$ cat src/rtl/bpa_pkg.sv
`timescale 1ns / 1ps
`default_nettype none

package bpa_pkg;

	localparam int ORDER_COUNT = 11;
	localparam int TOP_ORDER   = ORDER_COUNT - 1;
	localparam int POOL_SIZE   = 8192;
	localparam int MAX_BLOCK   = 1 << TOP_ORDER;
	localparam int MARK_DEPTH  = 2 * POOL_SIZE;
	localparam int WORD_BITS   = 64;
	localparam int WORD_COUNT  = MARK_DEPTH / WORD_BITS;
	localparam int ORD_W       = 4;
	localparam int IDX_W       = 13;
	localparam int CNT_W       = 14;
	localparam int PAGES_W     = 11;
	localparam int POS_W       = $clog2(MARK_DEPTH);
	localparam int BIT_W       = $clog2(WORD_BITS);
	localparam int WADDR_W     = POS_W - BIT_W;
	localparam int COUNT_MAX   = (1 << CNT_W) - 1;

	localparam logic [1:0] STATUS_OK      = 2'd0;
	localparam logic [1:0] STATUS_NOSPACE = 2'd1;
	localparam logic [1:0] STATUS_BAD     = 2'd2;

	localparam int OP_W = 5;
	typedef logic [OP_W-1:0] op_t;

	localparam op_t OP_NONE       = 5'd0;
	localparam op_t OP_CLEAR      = 5'd1;
	localparam op_t OP_CARVE      = 5'd2;
	localparam op_t OP_READ       = 5'd3;
	localparam op_t OP_SET        = 5'd4;
	localparam op_t OP_ACCEPT     = 5'd5;
	localparam op_t OP_SCAN_INIT  = 5'd6;
	localparam op_t OP_SCAN_READ  = 5'd7;
	localparam op_t OP_SCAN_NEXT  = 5'd8;
	localparam op_t OP_ORDER_NEXT = 5'd9;
	localparam op_t OP_TAKE       = 5'd10;
	localparam op_t OP_SPLIT      = 5'd11;
	localparam op_t OP_PROBE_INIT = 5'd12;
	localparam op_t OP_PROBE_NEXT = 5'd13;
	localparam op_t OP_MERGE_INIT = 5'd14;
	localparam op_t OP_BUDDY      = 5'd15;
	localparam op_t OP_MERGE      = 5'd16;
	localparam op_t OP_HOME       = 5'd17;
	localparam op_t OP_DONE_OK    = 5'd18;
	localparam op_t OP_DONE_FULL  = 5'd19;
	localparam op_t OP_DONE_BAD   = 5'd20;

	typedef struct packed {
		op_t op;
	} cmd_t;

	typedef struct packed {
		logic is_free;
		logic bad;
		logic misfit;
		logic carve_more;
		logic clear_last;
		logic hit;
		logic scan_last;
		logic top;
		logic split_more;
		logic mark;
		logic out_free;
	} stat_t;

	function automatic logic [POS_W-1:0] mark_base(input logic [ORD_W-1:0] o);
		return POS_W'(MARK_DEPTH - (MARK_DEPTH >> o));
	endfunction

	function automatic logic [WADDR_W-1:0] word_first(input logic [ORD_W-1:0] o);
		logic [POS_W-1:0] b;
		b = mark_base(o);
		return b[POS_W-1:BIT_W];
	endfunction

	function automatic logic [WADDR_W-1:0] word_last(input logic [ORD_W-1:0] o);
		logic [POS_W-1:0] e;
		e = mark_base(o + ORD_W'(1)) - POS_W'(1);
		return e[POS_W-1:BIT_W];
	endfunction

	function automatic logic [CNT_W-1:0] sat_add(input logic [CNT_W-1:0] a,
			input logic [CNT_W-1:0] b);
		logic [CNT_W:0] s;
		s = {1'b0, a} + {1'b0, b};
		return (s > (CNT_W + 1)'(COUNT_MAX)) ? CNT_W'(COUNT_MAX) : s[CNT_W-1:0];
	endfunction

	function automatic logic [CNT_W-1:0] floor_sub(input logic [CNT_W-1:0] a,
			input logic [CNT_W-1:0] b);
		return (a > b) ? (a - b) : '0;
	endfunction

endpackage

`default_nettype wire

$ cat src/rtl/bpa_ctrl.sv
`timescale 1ns / 1ps
`default_nettype none

module bpa_ctrl (
	input  logic           clk,
	input  logic           arst_n,
	input  logic           cfg_we,
	input  logic           in_valid,
	output logic           in_ready,
	input  bpa_pkg::stat_t stat,
	output bpa_pkg::cmd_t  cmd
);

	localparam logic [4:0] S_CLEAR    = 5'd0;
	localparam logic [4:0] S_CARVE    = 5'd1;
	localparam logic [4:0] S_C_RD     = 5'd2;
	localparam logic [4:0] S_C_WR     = 5'd3;
	localparam logic [4:0] S_IDLE     = 5'd4;
	localparam logic [4:0] S_DISPATCH = 5'd5;
	localparam logic [4:0] S_S_RD     = 5'd6;
	localparam logic [4:0] S_S_CHK    = 5'd7;
	localparam logic [4:0] S_SPLIT    = 5'd8;
	localparam logic [4:0] S_SP_RD    = 5'd9;
	localparam logic [4:0] S_SP_WR    = 5'd10;
	localparam logic [4:0] S_P_RD     = 5'd11;
	localparam logic [4:0] S_P_CHK    = 5'd12;
	localparam logic [4:0] S_M_BUD    = 5'd13;
	localparam logic [4:0] S_M_RD     = 5'd14;
	localparam logic [4:0] S_M_CHK    = 5'd15;
	localparam logic [4:0] S_H_RD     = 5'd16;
	localparam logic [4:0] S_H_WR     = 5'd17;
	localparam logic [4:0] S_OK       = 5'd18;
	localparam logic [4:0] S_FULL     = 5'd19;
	localparam logic [4:0] S_BAD      = 5'd20;

	logic [4:0] state_q, state_d;

	always_comb begin
		state_d  = state_q;
		cmd.op   = bpa_pkg::OP_NONE;
		in_ready = 1'b0;
		unique case (state_q)
			S_CLEAR: begin
				cmd.op = bpa_pkg::OP_CLEAR;
				if (stat.clear_last) begin
					state_d = S_CARVE;
				end
			end
			S_CARVE: begin
				if (stat.carve_more) begin
					cmd.op  = bpa_pkg::OP_CARVE;
					state_d = S_C_RD;
				end else begin
					state_d = S_IDLE;
				end
			end
			S_C_RD: begin
				cmd.op  = bpa_pkg::OP_READ;
				state_d = S_C_WR;
			end
			S_C_WR: begin
				cmd.op  = bpa_pkg::OP_SET;
				state_d = S_CARVE;
			end
			S_IDLE: begin
				in_ready = 1'b1;
				if (in_valid) begin
					cmd.op  = bpa_pkg::OP_ACCEPT;
					state_d = S_DISPATCH;
				end
			end
			S_DISPATCH: begin
				if (stat.bad) begin
					state_d = S_BAD;
				end else if (stat.is_free) begin
					if (stat.misfit) begin
						state_d = S_BAD;
					end else begin
						cmd.op  = bpa_pkg::OP_PROBE_INIT;
						state_d = S_P_RD;
					end
				end else begin
					cmd.op  = bpa_pkg::OP_SCAN_INIT;
					state_d = S_S_RD;
				end
			end
			S_S_RD: begin
				cmd.op  = bpa_pkg::OP_SCAN_READ;
				state_d = S_S_CHK;
			end
			S_S_CHK: begin
				if (stat.hit) begin
					cmd.op  = bpa_pkg::OP_TAKE;
					state_d = S_SPLIT;
				end else if (!stat.scan_last) begin
					cmd.op  = bpa_pkg::OP_SCAN_NEXT;
					state_d = S_S_RD;
				end else if (stat.top) begin
					state_d = S_FULL;
				end else begin
					cmd.op  = bpa_pkg::OP_ORDER_NEXT;
					state_d = S_S_RD;
				end
			end
			S_SPLIT: begin
				if (stat.split_more) begin
					cmd.op  = bpa_pkg::OP_SPLIT;
					state_d = S_SP_RD;
				end else begin
					state_d = S_OK;
				end
			end
			S_SP_RD: begin
				cmd.op  = bpa_pkg::OP_READ;
				state_d = S_SP_WR;
			end
			S_SP_WR: begin
				cmd.op  = bpa_pkg::OP_SET;
				state_d = S_SPLIT;
			end
			S_P_RD: begin
				cmd.op  = bpa_pkg::OP_READ;
				state_d = S_P_CHK;
			end
			S_P_CHK: begin
				if (stat.mark) begin
					state_d = S_BAD;
				end else if (stat.top) begin
					cmd.op  = bpa_pkg::OP_MERGE_INIT;
					state_d = S_M_BUD;
				end else begin
					cmd.op  = bpa_pkg::OP_PROBE_NEXT;
					state_d = S_P_RD;
				end
			end
			S_M_BUD: begin
				if (stat.top) begin
					cmd.op  = bpa_pkg::OP_HOME;
					state_d = S_H_RD;
				end else begin
					cmd.op  = bpa_pkg::OP_BUDDY;
					state_d = S_M_RD;
				end
			end
			S_M_RD: begin
				cmd.op  = bpa_pkg::OP_READ;
				state_d = S_M_CHK;
			end
			S_M_CHK: begin
				if (stat.mark) begin
					cmd.op  = bpa_pkg::OP_MERGE;
					state_d = S_M_BUD;
				end else begin
					cmd.op  = bpa_pkg::OP_HOME;
					state_d = S_H_RD;
				end
			end
			S_H_RD: begin
				cmd.op  = bpa_pkg::OP_READ;
				state_d = S_H_WR;
			end
			S_H_WR: begin
				cmd.op  = bpa_pkg::OP_SET;
				state_d = S_OK;
			end
			S_OK: begin
				if (stat.out_free) begin
					cmd.op  = bpa_pkg::OP_DONE_OK;
					state_d = S_IDLE;
				end
			end
			S_FULL: begin
				if (stat.out_free) begin
					cmd.op  = bpa_pkg::OP_DONE_FULL;
					state_d = S_IDLE;
				end
			end
			S_BAD: begin
				if (stat.out_free) begin
					cmd.op  = bpa_pkg::OP_DONE_BAD;
					state_d = S_IDLE;
				end
			end
			default: begin
				state_d = S_CLEAR;
			end
		endcase
		if (cfg_we) begin
			state_d = S_CLEAR;
		end
	end

	always_ff @(posedge clk or negedge arst_n) begin
		if (!arst_n) begin
			state_q <= S_CLEAR;
		end else begin
			state_q <= state_d;
		end
	end

endmodule

`default_nettype wire

$ cat config.mk
export PLATFORM = sky130hd
export DESIGN_NAME = bpa_ctrl
export DESIGN_NICKNAME = d
export VERILOG_FILES = /design/src/rtl/bpa_pkg.sv /design/src/rtl/bpa_ctrl.sv
export SDC_FILE = /design/constraint.sdc
export NUM_CORES = 1
export LEC_CHECK = 0
export BUFFER_PORTS_ARGS = -buffer_cell sky130_fd_sc_hd__buf_4
export CORE_UTILIZATION = 33
export DETAILED_ROUTE_END_ITERATION = 6
export PLACE_DENSITY = 0.63
export SYNTH_ARGS = -nofsm -noshare
export SYNTH_HDL_FRONTEND = slang
export SYNTH_SLANG_ARGS = --single-unit
$ cat constraint.sdc
create_clock -name clk -period 2.85 [get_ports clk]
set_input_delay 0.57 -clock clk [delete_from_list [all_inputs] [get_ports clk]]
set_output_delay 0.57 -clock clk [all_outputs]
set_load 0.03 [all_outputs]
==> reports/results.txt, run 1 <==
PostCTS Resize Cnt: 0
Final Power: 439 uW
H-Tree Depth: 1
Avg WL per Cell: 15.7 um
share of the synthesized area in the top cell type: 13.4%
Reg with most FFs: state_q
yosys warns: 0
Worst-Margin Slew: 0.587 ns
initial antenna violation count: 0
Hold-fix buffers, CTS: 0
Slowest Stage Delay on Critical Path: 0.54 ns
syn avg cell area: 6.76 um2
CP top delay family: simple AND/OR/NAND/NOR gates
Clock power frac: 18.3%
router iterations before antenna repair: 5
Worst-path clk slew: 0.04 ns
number of remaining DRC errors: 0
sequential share of the synthesized area: 13.4%
fin. max-slew vios: 0
most common cell in the synthesized netlist: nor2_1
DR iter-0 viols: 62
Cells after Synth: 138
ant diodes: 0
largest net degree at the start of global routing: 18
filler cell count: 270
max frequency: 372 MHz
area of the multi-input gates: 721 um2
Async SR Flop Fraction: 100%
num rows: 18
critical path depth: 5
Max transition margin: 60.5%
Yosys top cell by area: dfrtp_1
Worst Reg2Reg Path Length in Cells: 6
CTS tree: built
mapped cell area: 933 um2
crit share post-route: 94.2%
number of synthesized flops with an enable pin: 0
Reg2Reg Capture Point: state_q[2]$_DFFE_PN0P_
HPWL after DPL: 2170 um
Avg Vias per Cell: 6.45
CP required: 2.28 ns
crit end category: primary output
Setup crit start kind: flop
outcome: finished, final reports clean
global-route wire length before repair: 4750 um
Hold Violations, Final: 0
vias after detailed routing: 1187
CP Buf/Inv Count: 1
top cells by count, synth: nor2_1 (12), a21oi_1 (11), nand2_1 (10), o21ai_0 (9), buf_2 (7)
Placed Cells: 180
synthesized net count: 153
unrepaired setup endpoints after global routing: false
die area: 3050 um2
biggest regs: state_q x5
FF-to-FF setup slack: 0.71 ns
Total Wirelength: 2900 um
CTS Sinks: 5
Yosys cell types: 44
Final Wtd Congestion: 0.954
pwr/cell area: 392 nW/um2
clk_skew: 0.00228 ns
CTS Buf Count: 3
Final Critical Period: 2.69 ns
Post-Layout Cell Count: 184
IO Count: 21
worst r2r src: state_q[0]$_DFFE_PN0P_
number of global-route vias before repair: 1059
crit path kind: flop to primary output
share of layout cells above drive strength 1: 21.4%
switching share of power: 46.4%
Sequential Area: 125 um2
Critical Path AT: 2.12 ns
synthesis-to-finish area growth: 20.0%
Total Nets Final: 170
crit path max fanout: 13
CP cell instances: or2_1, nor4_1, a31oi_1, nand2_1, buf_4
Setup TNS Final: 0 ns
Worst VDD drop: 0.000335 V
Top FF cell, synth: dfrtp_1
die height: 55.2 um
register share of total power: 23.0%
Die X: 55.2 um
input/output buffers: 20
final setup fails: 0
HP Class: primary input to async pin
core area: 2570 um2
Synth area leaders: dfrtp_1 (13%), a21oi_1 (5.9%), o21ai_0 (4.8%)
leakage: 0.000464 uW
Initial Util: 36.4%
flip-flop count of the largest register after layout: 5
slowest stage cell, crit path: nor4_1
total grt overflow: 0
Worst-Skew Late Latency: 0.24 ns
Post-CTS Repair Setup Buffers: 0
antenna-violating nets left: 0
combinational cell fraction of total power: 58.7%
gr usage total: 21.5%
P_int: 236 uW
# Max-Cap Violations: 0
CTS max path bufs: 2
switching power: 204 uW
Yosys reg bits: 5
CTS Root Cell: clkbuf_4
==> logic make-up after synthesis <==
group	share of synthesized area, %
mux	3.22
buf+inv	9.38
compound gates	40.3
xor+xnor	0.939
flops	13.4
simple gates	32.7
==> worst max path at each step <==
| stage | from | endpoint | slack (ns) |
|---|---|---|---|
| 6_report | state_q[0]$_DFFE_PN0P_ | cmd[3] | 0.16 |
| 5_1_grt | state_q[4]$_DFFE_PN0P_ | cmd[0] | 0.05 |
| 4_1_cts | state_q[1]$_DFFE_PN0P_ | cmd[0] | 0.22 |
| 3_3_place_gp | state_q[0]$_DFFE_PN0P_ | cmd[1] | 0.43 |
| 3_5_place_dp | state_q[1]$_DFFE_PN0P_ | cmd[0] | 0.48 |
| 2_1_floorplan | state_q[3]$_DFFE_PN0P_ | cmd[0] | 0.37 |
==> power groups by stage <==
stage / Clock [uW] / Sequential, uW / Combinational, uW
floorplan: 0 / 85.0 / 192
global placement: 0 / 102 / 253
detailed placement: 0 / 102 / 252
CTS: 84.1 / 100 / 253
global route: 88.8 / 102 / 277
finish: 80.3 / 101 / 258
==> cell usage in the layout (no fill, tap or decap), types with 4 or more instances in the layout <==
cell type / Yosys / final
a211oi_1: 4 / 4
a21o_1: 4 / 4
a21oi_1: 11 / 11
a31oi_1: 4 / 4
buf_4: 0 / 25
dfrtp_1: 5 / 5
inv_1: 6 / 6
nand2_1: 10 / 10
nand2b_1: 5 / 5
nand3_1: 5 / 5
nand4_1: 4 / 4
nor2_1: 12 / 12
nor3_1: 4 / 4
o21ai_0: 9 / 9
==> area by class of cell <==
cell class | count | area share (%)
Clock buffer | 4 | 2.35
Inverter | 6 | 2.01
Multi-Input combinational cell | 114 | 64.4
Sequential cell | 5 | 11.2
Tap cell | 30 | 3.35
Timing Repair Buffer | 25 | 16.8
==> metrics by stage <==
| step | setup WS (ns) | hold slack (ns) | utilization, % | area (um2) |
|---|---|---|---|---|
| 2_1_floorplan | 0.369 | 0.274 | - | 933 |
| 3_3_place_gp | 0.434 | 0.373 | 42.6 | 1090 |
| 3_5_place_dp | 0.482 | 0.373 | 42.6 | 1090 |
| 4_1_cts | 0.223 | 0.114 | 43.6 | 1120 |
| 5_1_grt | 0.0450 | 0.114 | 43.6 | 1120 |
| 6_report | 0.164 | 0.121 | 43.6 | 1120 |
==> per-layer routing <==
metal	track usage, %	up-vias	part of all wire [%]
li1	-	556	-
met1	27.9	532	41
met2	34.7	84	46
met3	5.46	15	10
met4	6.25	0	3.1
met5	0	-	0
No activity file was read; power rests on OpenSTA's default activity.
==> inputs of run 2 (changes only) <==
--- a/config.mk
+++ b/config.mk
@@ -5,10 +5,11 @@
 export SDC_FILE = /design/constraint.sdc
 export NUM_CORES = 1
 export LEC_CHECK = 0
+export ABC_AREA = 1
 export BUFFER_PORTS_ARGS = -buffer_cell sky130_fd_sc_hd__buf_4
 export CORE_UTILIZATION = 33
 export DETAILED_ROUTE_END_ITERATION = 6
-export PLACE_DENSITY = 0.63
+export PLACE_DENSITY = 0.53
 export SYNTH_ARGS = -nofsm -noshare
 export SYNTH_HDL_FRONTEND = slang
 export SYNTH_SLANG_ARGS = --single-unit
==> reports/results.txt, run 2 <==
sequential share of the synthesized area: 14.9% (was 13.4%)
HPWL after DPL: 2270 um (was 2170 um)
CTS Sinks: 5 (unchanged)
final setup fails: 0 (unchanged)
Setup crit start kind: flop (unchanged)
Slowest Stage Delay on Critical Path: 0.52 ns (was 0.54 ns)
die height: 52.5 um (was 55.2 um)
pwr/cell area: 670 nW/um2 (was 392 nW/um2)
Worst VDD drop: 0.000608 V (was 0.000335 V)
number of remaining DRC errors: 0 (unchanged)
outcome: finished, final reports clean (unchanged)
CP Buf/Inv Count: 2 (was 1)
num rows: 17 (was 18)
crit end category: primary output (unchanged)
Synth area leaders: nand2_1 (22%), nand3_1 (16%), dfrtp_1 (15%) (was dfrtp_1 (13%), a21oi_1 (5.9%), o21ai_0 (4.8%))
Final Critical Period: 2.60 ns (was 2.69 ns)
clk_skew: 0.00711 ns (was 0.00228 ns)
HP Class: primary input to async pin (unchanged)
unrepaired setup endpoints after global routing: false (unchanged)
mapped cell area: 842 um2 (was 933 um2)
Total Wirelength: 2690 um (was 2900 um)
core area: 2300 um2 (was 2570 um2)
flip-flop count of the largest register after layout: 5 (unchanged)
crit path launch: state_q[1]$_DFFE_PN0P_ (was state_q[0]$_DFFE_PN0P_)
synthesis-to-finish area growth: 24.2% (was 20.0%)
critical path depth: 10 (was 5)
DR iter-0 viols: 51 (was 62)
most common cell in the synthesized netlist: nand2_1 (was nor2_1)
vias after detailed routing: 1168 (was 1187)
CP endpoint: cmd[3] (unchanged)
Total Nets Final: 204 (was 170)
worst r2r src: state_q[1]$_DFFE_PN0P_ (was state_q[0]$_DFFE_PN0P_)
Yosys reg bits: 5 (unchanged)
biggest regs: state_q x5 (unchanged)
Placed Cells: 212 (was 180)
top cells by count, synth: nand2_1 (49), nor2_1 (29), nand3_1 (27), inv_1 (22), nand4_1 (6) (was nor2_1 (12), a21oi_1 (11), nand2_1 (10), o21ai_0 (9), buf_2 (7))
CTS tree: built (unchanged)
Async SR Flop Fraction: 100% (unchanged)
Avg WL per Cell: 12.5 um (was 15.7 um)
Max transition margin: 72.4% (was 60.5%)
total grt overflow: 0 (unchanged)
CP cell instances: nor2_4, nand2_1, nor2_1, nand2_1, nand2_1, inv_1, o21ai_1, nor2_1, nand2_1, buf_4 (was or2_1, nor4_1, a31oi_1, nand2_1, buf_4)
CTS Root Cell: clkbuf_4 (unchanged)
die area: 2760 um2 (was 3050 um2)
commonest non-fill, non-tap cells in the layout: nand2_1 (49), nor2_1 (29), nand3_1 (27) (was buf_4 (25), nor2_1 (12), a21oi_1 (11))
Hold-fix buffers, CTS: 0 (unchanged)
Yosys cell types: 19 (was 44)
# Max-Cap Violations: 0 (unchanged)
CTS max path bufs: 2 (unchanged)
Post-CTS Repair Setup Buffers: 0 (unchanged)
Worst-Margin Slew: 0.413 ns (was 0.587 ns)
yosys warns: 0 (unchanged)
Worst-path clk slew: 0.05 ns (was 0.04 ns)
max frequency: 385 MHz (was 372 MHz)
number of synthesized flops with an enable pin: 0 (unchanged)
Cells after Synth: 165 (was 138)
gr usage total: 22.0% (was 21.5%)
router iterations before antenna repair: 4 (was 5)
slowest stage cell, crit path: dfrtp_1 (was nor4_1)
Worst Reg2Reg Path Length in Cells: 7 (was 6)
Final Power: 701 uW (was 439 uW)
number of global-route vias before repair: 999 (was 1059)
critical path's most frequent cell: nand2_1
CP required: 2.28 ns (about the same)
Critical Path AT: 2.03 ns (was 2.12 ns)
synthesized net count: 180 (was 153)
input/output buffers: 20 (unchanged)
FF-to-FF setup slack: 1.14 ns (was 0.71 ns)
crit share post-route: 91.1% (was 94.2%)
Initial Util: 36.7% (was 36.4%)
crit path max fanout: 12 (was 13)
PostCTS Resize Cnt: 0 (unchanged)
global-route wire length before repair: 4420 um (was 4750 um)
H-Tree Depth: 1 (unchanged)
fin. max-slew vios: 0 (unchanged)
CTS Buf Count: 3 (unchanged)
CP top delay family: simple AND/OR/NAND/NOR gates (unchanged)
Post-Layout Cell Count: 216 (was 184)
initial antenna violation count: 0 (unchanged)
Worst-Skew Late Latency: 0.24 ns (about the same)
share of the synthesized area in the top cell type: 21.8% (was 13.4%)
syn avg cell area: 5.10 um2 (was 6.76 um2)
Avg Vias per Cell: 5.41 (was 6.45)
largest net degree at the start of global routing: 13 (was 18)
Reg with most FFs: state_q (unchanged)
Final Wtd Congestion: 0.939 (was 0.954)
Top FF cell, synth: dfrtp_1 (unchanged)
Setup TNS Final: 0 ns (unchanged)
crit path kind: flop to primary output (unchanged)
IO Count: 21 (unchanged)
Yosys top cell by area: nand2_1 (was dfrtp_1)
Reg2Reg Capture Point: state_q[3]$_DFFE_PN0P_ (was state_q[2]$_DFFE_PN0P_)
commonest non-fill, non-tap cell in the layout: nand2_1 (was buf_4)
share of layout cells above drive strength 1: 17.6% (was 21.4%)
Die X: 52.5 um (was 55.2 um)
leakage: 0.000619 uW (was 0.000464 uW)
antenna-violating nets left: 0 (unchanged)
Hold Violations, Final: 0 (unchanged)
ant diodes: 0 (unchanged)
-- run 2: worst min path at each step --
stage                                         to  slack, ns  cells after the start
after global routing      state_q[4]$_DFFE_PN0P_       0.11                      1
final                     state_q[1]$_DFFE_PN0P_       0.11                      1
after floorplan           state_q[0]$_DFFE_PN0P_       0.27                      0
after CTS                 state_q[4]$_DFFE_PN0P_       0.11                      1
after detailed placement  state_q[3]$_DFFE_PN0P_       0.37                      1
after global placement    state_q[2]$_DFFE_PN0P_       0.37                      1
-- run 2: area by class of cell --
class | count | area (um2)
multi-input combinational | 136 | 623
sequential | 5 | 125
clock buffer | 4 | 26.3
inverter | 23 | 86.3
fill | 249 | 1250
timing repair buffer | 20 | 150
tap | 28 | 35.0
-- run 2: kinds of logic (layout without fill, tap and decap cells) --
| family | count (synthesis) | count (layout) | synth area share (%) |
|---|---|---|---|
| flops | 5 | 5 | 14.9 |
| compound gates | 11 | 11 | 7.13 |
| buf+inv | 24 | 47 | 11.1 |
| simple gates | 125 | 125 | 66.9 |
-- run 2: routing by layer --
metal,vias to the layer above,track usage (%),share of wire (%)
met2,62,34.0,46
met3,2,7.25,10
met4,0,5.70,0.56
li1,581,-,-
met5,-,0,0
met1,523,29.2,44
-- run 2: metrics by stage --
stage | instance area (um2) | hold slack (ns) | setup WS (ns) | utilization [%]
global placement | 1020 | 0.372 | 0.543 | 44.4
floorplan | 842 | 0.274 | 0.849 | -
CTS | 1050 | 0.106 | 0.277 | 45.5
detailed placement | 1020 | 0.372 | 0.553 | 44.4
finish | 1050 | 0.114 | 0.252 | 45.5
global route | 1050 | 0.105 | 0.0718 | 45.5
-- run 2: report_power, final --
part           internal [uW]  switching (uW)  total, uW  leakage (uW)
Combinational            165             323        487      0.000536
Clock                   52.9            28.9       81.8     0.0000150
Sequential              89.6            42.3        132     0.0000675
Total                    307             394        701      0.000619
